## config.mk

```make
export PLATFORM = sky130hd
export DESIGN_NAME = dcd_emit
export DESIGN_NICKNAME = d
export VERILOG_FILES = /design/src/rtl/dcd_pkg.sv /design/src/rtl/dcd_emit.sv
export SDC_FILE = /design/constraint.sdc
export NUM_CORES = 1
export LEC_CHECK = 0
export ABC_AREA = 1
export BUFFER_PORTS_ARGS = -buffer_cell sky130_fd_sc_hd__buf_2
export CELL_PAD_IN_SITES_DETAIL_PLACEMENT = 0
export CELL_PAD_IN_SITES_GLOBAL_PLACEMENT = 2
export CORE_MARGIN = 3
export CORE_UTILIZATION = 35
export CTS_CLUSTER_DIAMETER = 150
export DETAILED_ROUTE_END_ITERATION = 8
export GPL_TIMING_DRIVEN = 0
export PLACE_DENSITY = 0.8
export SYNTH_ARGS = -nofsm -noshare
export SYNTH_HDL_FRONTEND = slang
export SYNTH_SLANG_ARGS = --single-unit
```

## constraint.sdc

```tcl
create_clock -name clk -period 24.8 [get_ports clk]
set_input_delay 2.48 -clock clk [delete_from_list [all_inputs] [get_ports clk]]
set_output_delay 2.48 -clock clk [all_outputs]
set_load 0.02 [all_outputs]
```

## src/rtl/dcd_pkg.sv

```systemverilog
// Shared constants, register codes and inter-stage types for the dehaze block.
// No dependencies.
`default_nettype none
package dcd_pkg;
  localparam int MAX_WIDTH  = 1024;
  localparam int MAX_RADIUS = 3;
  localparam int MAX_HEIGHT = 1024;
  localparam int MIN_ROWS   = 2 * MAX_RADIUS + 1;
  localparam int PIX_ROWS   = MAX_RADIUS + 1;
  localparam int TAPS       = 2 * MAX_RADIUS + 1;
  localparam int COL_W      = $clog2(MAX_WIDTH);
  localparam int ROW_W      = 11;
  localparam int DIM_W      = 11;
  localparam int RAD_W      = $clog2(MAX_RADIUS + 1);
  localparam int GAIN_W     = 10;
  localparam int S7_W       = $clog2(MIN_ROWS);
  localparam int S4_W       = $clog2(PIX_ROWS);
  localparam int CNT_W      = $clog2(MAX_RADIUS + 2);
  localparam int PIX_W      = 24;

  typedef enum logic [2:0] {
    REG_WIDTH  = 3'd0,
    REG_HEIGHT = 3'd1,
    REG_RADIUS = 3'd2,
    REG_PGAIN  = 3'd3,
    REG_DGAIN  = 3'd4
  } reg_idx_t;

  typedef struct packed {
    logic [DIM_W-1:0]  w;
    logic [DIM_W-1:0]  h;
    logic [RAD_W-1:0]  r;
    logic [GAIN_W-1:0] pg;
    logic [GAIN_W-1:0] dg;
  } cfg_t;

  typedef struct packed {
    logic [TAPS-1:0][7:0]          cm;
    logic [PIX_ROWS-1:0][PIX_W-1:0] px;
    logic [RAD_W-1:0]              r;
    logic [RAD_W-1:0]              kstart;
    logic [CNT_W-1:0]              count;
    logic                          eof;
  } snap_t;
endpackage
`default_nettype wire

```

## src/rtl/dcd_emit.sv

```systemverilog
// Result sequencer: horizontal window minimum, gain arithmetic, output register.
// Depends on dcd_pkg.
`default_nettype none
module dcd_emit
  import dcd_pkg::*;
(
  input  wire logic            clk,
  input  wire logic            rst_n,
  input  wire logic [GAIN_W-1:0] pg,
  input  wire logic [GAIN_W-1:0] dg,
  input  wire logic            snap_valid,
  output logic                 snap_ready,
  input  wire snap_t           snap,
  output logic                 out_valid,
  input  wire logic            out_ready,
  output logic [7:0]           out_channel0,
  output logic [7:0]           out_channel1,
  output logic [7:0]           out_channel2,
  output logic [7:0]           out_dark_value,
  output logic                 out_end_of_frame,
  output logic                 out_last_of_run
);
  logic             busy_r;
  snap_t            sn_r;
  logic [RAD_W-1:0] k_r;
  logic [CNT_W-1:0] left_r;
  logic             load_out, fire, take;
  logic [7:0]       dark;
  logic [7:0]       q0, q1, q2;
  logic [PIX_W-1:0] pix;

  assign load_out   = !out_valid || out_ready;
  assign fire       = busy_r && load_out;
  assign snap_ready = !busy_r || (fire && (left_r == CNT_W'(1)));
  assign take       = snap_valid && snap_ready;

  always_ff @(posedge clk) begin
    if (!rst_n) begin
      busy_r <= 1'b0;
    end else if (take) begin
      busy_r <= 1'b1;
    end else if (fire && (left_r == CNT_W'(1))) begin
      busy_r <= 1'b0;
    end
  end

  always_ff @(posedge clk) begin
    if (take) begin
      sn_r   <= snap;
      k_r    <= snap.kstart;
      left_r <= snap.count;
    end else if (fire) begin
      k_r    <= k_r - 1'b1;
      left_r <= left_r - 1'b1;
    end
  end

  // window over taps k-R..k+R; taps past the row end were never shifted in
  always_comb begin
    dark = 8'hFF;
    for (int j = 0; j < TAPS; j++) begin
      if (((RAD_W+2)'(j) + (RAD_W+2)'(sn_r.r) >= (RAD_W+2)'(k_r))
          && ((RAD_W+2)'(j) <= (RAD_W+2)'(k_r) + (RAD_W+2)'(sn_r.r))
          && (sn_r.cm[j] < dark)) begin
        dark = sn_r.cm[j];
      end
    end
  end

  assign pix = sn_r.px[k_r];

  function automatic logic [7:0] dehaze(input logic [7:0] ch, input logic [7:0] dk,
                                        input logic [GAIN_W-1:0] gp,
                                        input logic [GAIN_W-1:0] gd);
    logic [GAIN_W+7:0] a, b, v;
    a = ch * gp;
    b = dk * gd;
    v = a - b;
    if (a <= b) return 8'd0;
    if (v[GAIN_W+7:8] > 255) return 8'hFF;
    return v[15:8];
  endfunction

  assign q0 = dehaze(pix[7:0], dark, pg, dg);
  assign q1 = dehaze(pix[15:8], dark, pg, dg);
  assign q2 = dehaze(pix[23:16], dark, pg, dg);

  always_ff @(posedge clk) begin
    if (!rst_n) begin
      out_valid <= 1'b0;
    end else if (fire) begin
      out_valid <= 1'b1;
    end else if (out_ready) begin
      out_valid <= 1'b0;
    end
  end

  always_ff @(posedge clk) begin
    if (fire) begin
      out_channel0     <= q0;
      out_channel1     <= q1;
      out_channel2     <= q2;
      out_dark_value   <= dark;
      out_end_of_frame <= sn_r.eof && (k_r == '0);
      out_last_of_run  <= (left_r == CNT_W'(1));
    end
  end
endmodule
`default_nettype wire

```

After elaboration in Yosys (flattened, before gate mapping) --
Cells that the tools add are included.
Word-level totals: register bits 196, latch bits 0, memory bits (writable) 0, ROM bits 0, bits of input ports 184, logic and storage cells 132, memories 0
Cells by class: add/sub/neg operators 12, multipliers 4, div/mod/pow operators 0, magnitude comparators 28, equal/unequal tests 1, shift-type cells 0, multiplexer cells 38, bitwise gates (word level) 0, reductions and logical operators 26
Operators by type and width (count):
- two-way mux 8 bit | 19
- multiplier 8 x 10 -> 18 bit | 4
- <= comparator 18 bit | 3
- subtractor 18 bit | 3
- binary-select mux 24 bit (select 2 bit) | 1
- less-than comparator 8 bit | 6
- greater-than comparator 10 x 8 -> 1 bit, second input constant | 3
- two-way mux 24 bit | 1
- logical AND 1 bit | 18
- two-way mux 1 bit | 13
- adder 3 x 2 -> 4 bit, first input constant | 3
- greater-or-equal comparator 4 x 2 -> 1 bit | 3
- greater-or-equal comparator 3 x 2 -> 1 bit | 3
- <= comparator 1 x 4 -> 1 bit, first input constant | 2
- <= comparator 2 x 4 -> 1 bit, first input constant | 2
- <= comparator 3 x 4 -> 1 bit, first input constant | 2
- less-than comparator 8 bit, second input constant | 1
- adder 2 x 2 -> 3 bit, first input constant | 2
- two-way mux 3 bit | 2
- nonzero test 2 bit | 3
- two-way mux 2 bit | 2
- adder 1 x 2 -> 3 bit, first input constant | 1
- adder 2 x 2 -> 3 bit | 1
- equality test 3 x 1 -> 1 bit, second input constant | 1
- other kinds (8) | 10

Longest topological paths before layout --
depth in word-level cells 30, gate-level depth with buffers 100

Worst setup path before layout --
Ideal clock, no wire load.
path type register to register, from register k_r[1], to register out_channel0[3], data pin, data arrival time 15247 ps, setup slack 9297 ps, stages on the path, launching flop included 82, buffers on the path 8, period minus slack after synthesis 15503 ps, cell sequence edfxtp_1 clkbuf_1 clkinv_1 clkbuf_1 ha_1 inv_1 nand3_2 nand2_4 nor2_1 ha_1 a21oi_1 o22ai_1 nor3b_1 nand2_2 clkbuf_1 o21ai_0 ha_1 a21oi_1 [... 46 more ...] a21o_1 a21oi_1 nand3b_1 nand2_1 xor2_1 inv_1 ha_1 a21oi_1 o21ai_0 a21oi_1 inv_1 a21oi_1 xor2_1 inv_1 nor2_1 inv_1 o21ai_0 inv_1
On the way: longest elaborated chain between the ends 30
Ends and longest elaborated chain:
- from (decl) | RTL line dcd_emit.sv:25 | logic [RAD_W-1:0] k_r;
- from (signal assigned) | RTL line dcd_emit.sv:50 | k_r <= snap.kstart;
- from (signal assigned) | RTL line dcd_emit.sv:53 | k_r <= k_r - 1'b1;
- adder 2 x 2 -> 3 bit | RTL line dcd_emit.sv:63 | && ((RAD_W+2)'(j) <= (RAD_W+2)'(k_r) + (RAD_W+2)'(sn_r.r))
- <= comparator 1 x 4 -> 1 bit | RTL line dcd_emit.sv:63
- logical AND 1 bit | RTL line dcd_emit.sv:63
- logical AND 1 bit | RTL line dcd_emit.sv:64 | && (sn_r.cm[j] < dark)) begin
- two-way mux 8 bit | RTL line dcd_emit.sv:62 | if (((RAD_W+2)'(j) + (RAD_W+2)'(sn_r.r) >= (RAD_W+2)'(k_r))
- less-than comparator 8 bit | RTL line dcd_emit.sv:64
- logical AND 1 bit | RTL line dcd_emit.sv:64
- two-way mux 8 bit | RTL line dcd_emit.sv:62
- [... 13 more ...]
- logical AND 1 bit | RTL line dcd_emit.sv:64
- two-way mux 8 bit | RTL line dcd_emit.sv:62
- multiplier 8 x 10 -> 18 bit | RTL line dcd_emit.sv:77 | b = dk * gd;
- subtractor 18 bit | RTL line dcd_emit.sv:78 | v = a - b;
- greater-than comparator 10 x 8 -> 1 bit | RTL line dcd_emit.sv:80 | if (v[GAIN_W+7:8] > 255) return 8'hFF;
- two-way mux 1 bit (2 in a row) | RTL line dcd_emit.sv:80
- two-way mux 8 bit | RTL line dcd_emit.sv:81 | return v[15:8];
- two-way mux 8 bit * | RTL line dcd_emit.sv:80
- to (signal assigned) | RTL line dcd_emit.sv:100 | out_channel0 <= q0;
- to (decl) | RTL line dcd_emit.sv:16 | output logic [7:0] out_channel0,
Every way passes the cells marked *; elsewhere a longest branch is shown, timed or not. The select of a mux whose other input is x is not followed. A chain may end at the register's enable or synchronous reset.

Worst setup path in the final report --
from register k_r[1], to register out_channel0[4], data pin
Same word-level chain as after synthesis.

==> reports/metrics.csv <==
metric,value,unit
status,completed,
post-route-period-util,76.69,%
track_usage,17.65,%
crit_arrival,19270,ps
ys_seq_area_share,29.27,%
vias,15030,
postCtsHoldBufs,0,
cts_resized,0,
synth-seq-cells,196,
netlist_instances,2256,
path_buf_inv,18,
die_w,245.3,µm
core,0.05650,mm²
cts_root_buffer,clkbuf_16,
clockBufferDepth,2,
synthFlopType,edfxtp_1,
wire_per_inst,15.67,µm
criticalPathCategory,reg -> reg,
row_count,87,
cp_top_family,compound AO/OA/AOI/OAI gates,
ys_warn_count,0,
max_freq,52.58,MHz
postRouteAntennaNets,0,
cts_setup_buffers,0,
clk_latency,510,ps
numCtsBuffers,17,
setup_violations,0,
grt_pass1_wl,81820,µm
start_kind,register,
portBuffers,211,
pin_count,220,
crit_path_end_kind,register,
rsz0062_at_grt,no,
syn2layout_area_growth,13.48,%
place.gp.congestion,0.8474,
tritoncts,built,
start_util,35.47,%
synth_area,0.02004,mm²
drt_wl_total,51030,µm
grt-ovfl-total,0,
dr.pass1.iters,5,
whs,497.0,ps
place_hpwl,42500,µm
avgSynthCellArea,8.882,µm²
yosysUniqueCellTypes,38,
fin_nets,3110,
max_stage_delay,860,ps
cp_common_cell,a21oi_1,
dieArea,0.06016,mm²
synthArstFlopShare,0,%
drv_cap,0,
grt_max_degree,60,
remaining_drc_errors,0,
slowest_stage,a2111oi_0,
clock-sinks,196,
synth_edf_count,194,
antenna_found_initial,1,
slew_viol_final,0,
drive_above_1_share,11.84,%
worstPathMaxFanout,14,
tightestPinTransition,1104,ps
drtIter0Drc,771,
grt_pass1_vias,15300,
die-height,245.3,µm
critical_path_required,25050,ps
slew_headroom,24.49,%
period_needed,19020,ps
cts_max_level,4,
tns,0,ps
n_antenna_cell,0,
hold_viol,0,
vias_per_cell,4.616,
clock_skew,22.17,ps
hp-class,reg -> reg,
synth_fp_nets,2878,
cts.reportedPaths.clkPinSlew,80,ps
==> synthesized netlist by cell type, types with 8 or more instances <==
cell	number	area [µm²]
nand2_1	444	1667
inv_1	423	1588
ha_1	244	3053
nor2_1	239	897.1
edfxtp_1	194	5826
fa_1	194	3884
nand3_1	113	565.5
a21oi_1	98	490.5
o21ai_0	64	320.3
xor2_1	50	437.9
clkbuf_1	33	123.9
xnor2_1	30	262.8
nand2_4	18	202.7
inv_2	16	60.06
o21bai_1	15	112.6
nand2_2	10	62.56
a21o_1	8	60.06
nand4_1	8	50.05
==> cells in the final DEF (no fill, tap or decap), types with 10 or more instances in the layout <==
master / Yosys / final
nand2_1: 444 / 444
inv_1: 423 / 422
ha_1: 244 / 244
nor2_1: 239 / 239
buf_2: 2 / 213
fa_1: 194 / 194
edfxtp_1: 194 / 194
nand3_1: 113 / 113
a21oi_1: 98 / 98
o21ai_0: 64 / 64
xor2_1: 50 / 50
clkbuf_1: 33 / 32
xnor2_1: 30 / 30
nand2_4: 18 / 18
inv_2: 16 / 17
clkbuf_16: 0 / 17
o21bai_1: 15 / 15
nand2_2: 10 / 10
==> through the flow <==
step	cells	util (%)	worst slack, ps	area, µm²
floorplan	2256	-	9297	20040
CTS	3257	40.25	5468	22740
finish	3257	40.25	5782	22740
detailed placement	3225	39.12	5519	22100
global route	3257	40.25	3358	22740
global placement	3223	39.01	5701	22040
==> kinds of logic (layout without fill, tap and decap cells) <==
group | after synthesis | after routing | synth area share [%]
compound gates | 207 | 207 | 5.707
xor+xnor | 80 | 80 | 3.497
fa+ha+maj | 438 | 438 | 34.62
buf+inv | 487 | 732 | 9.135
flops | 196 | 196 | 29.27
simple gates | 848 | 848 | 17.77
==> area by class of cell <==
type | count | area (µm²)
plain buffers | 41 | 160.2
clock buffers | 17 | 425.4
clock inverters | 15 | 215.2
fillers | 5748 | 33760
inverters | 446 | 1674
multi-input cells | 1573 | 12340
flip-flops and latches | 196 | 5866
well taps | 756 | 945.9
repair buffers | 213 | 1111
==> sequential cells by signal, indices dropped and copies added, names as in the netlist <==
register,flops
sn_r,155
out_channel0,8
out_channel1,8
out_channel2,8
out_dark_value,8
left_r,3
k_r,2
busy_r,1
out_end_of_frame,1
out_last_of_run,1
out_valid,1
==> worst reg2reg max path, delay by kind of cell (launching register included) <==
family,cells,cell delay (ps)
AOI/OAI and AO/OA,31,6810
xor gates and xnor gates,2,780
adders and majority gates,13,4690
buffers and inverters,18,3180
DFF,1,390
and+or+nand+nor,18,2890
==> per-layer routing <==
| layer | up-vias | share of wire, % | track usage, % |
|---|---|---|---|
| met2 | 261 | 46 | 28.81 |
| li1 | 7604 | - | - |
| met5 | - | 0 | 0 |
| met1 | 7119 | 48 | 24.30 |
| met3 | 50 | 3.4 | 2.687 |
| met4 | 0 | 2.2 | 5.210 |
==> worst paths after layout <==
kind | startpoint | end | slack (ps) | cells after the start
max | k_r[1] | out_channel0[4] | 5780 | 82
min | busy_r | out_valid | 500 | 2
max reg2reg | k_r[1] | out_channel0[4] | 5780 | 82
min reg2reg | busy_r | out_valid | 500 | 2
Power is not shown: default switching activity piles up to over one toggle a cycle in this logic, so the estimate is an artifact.
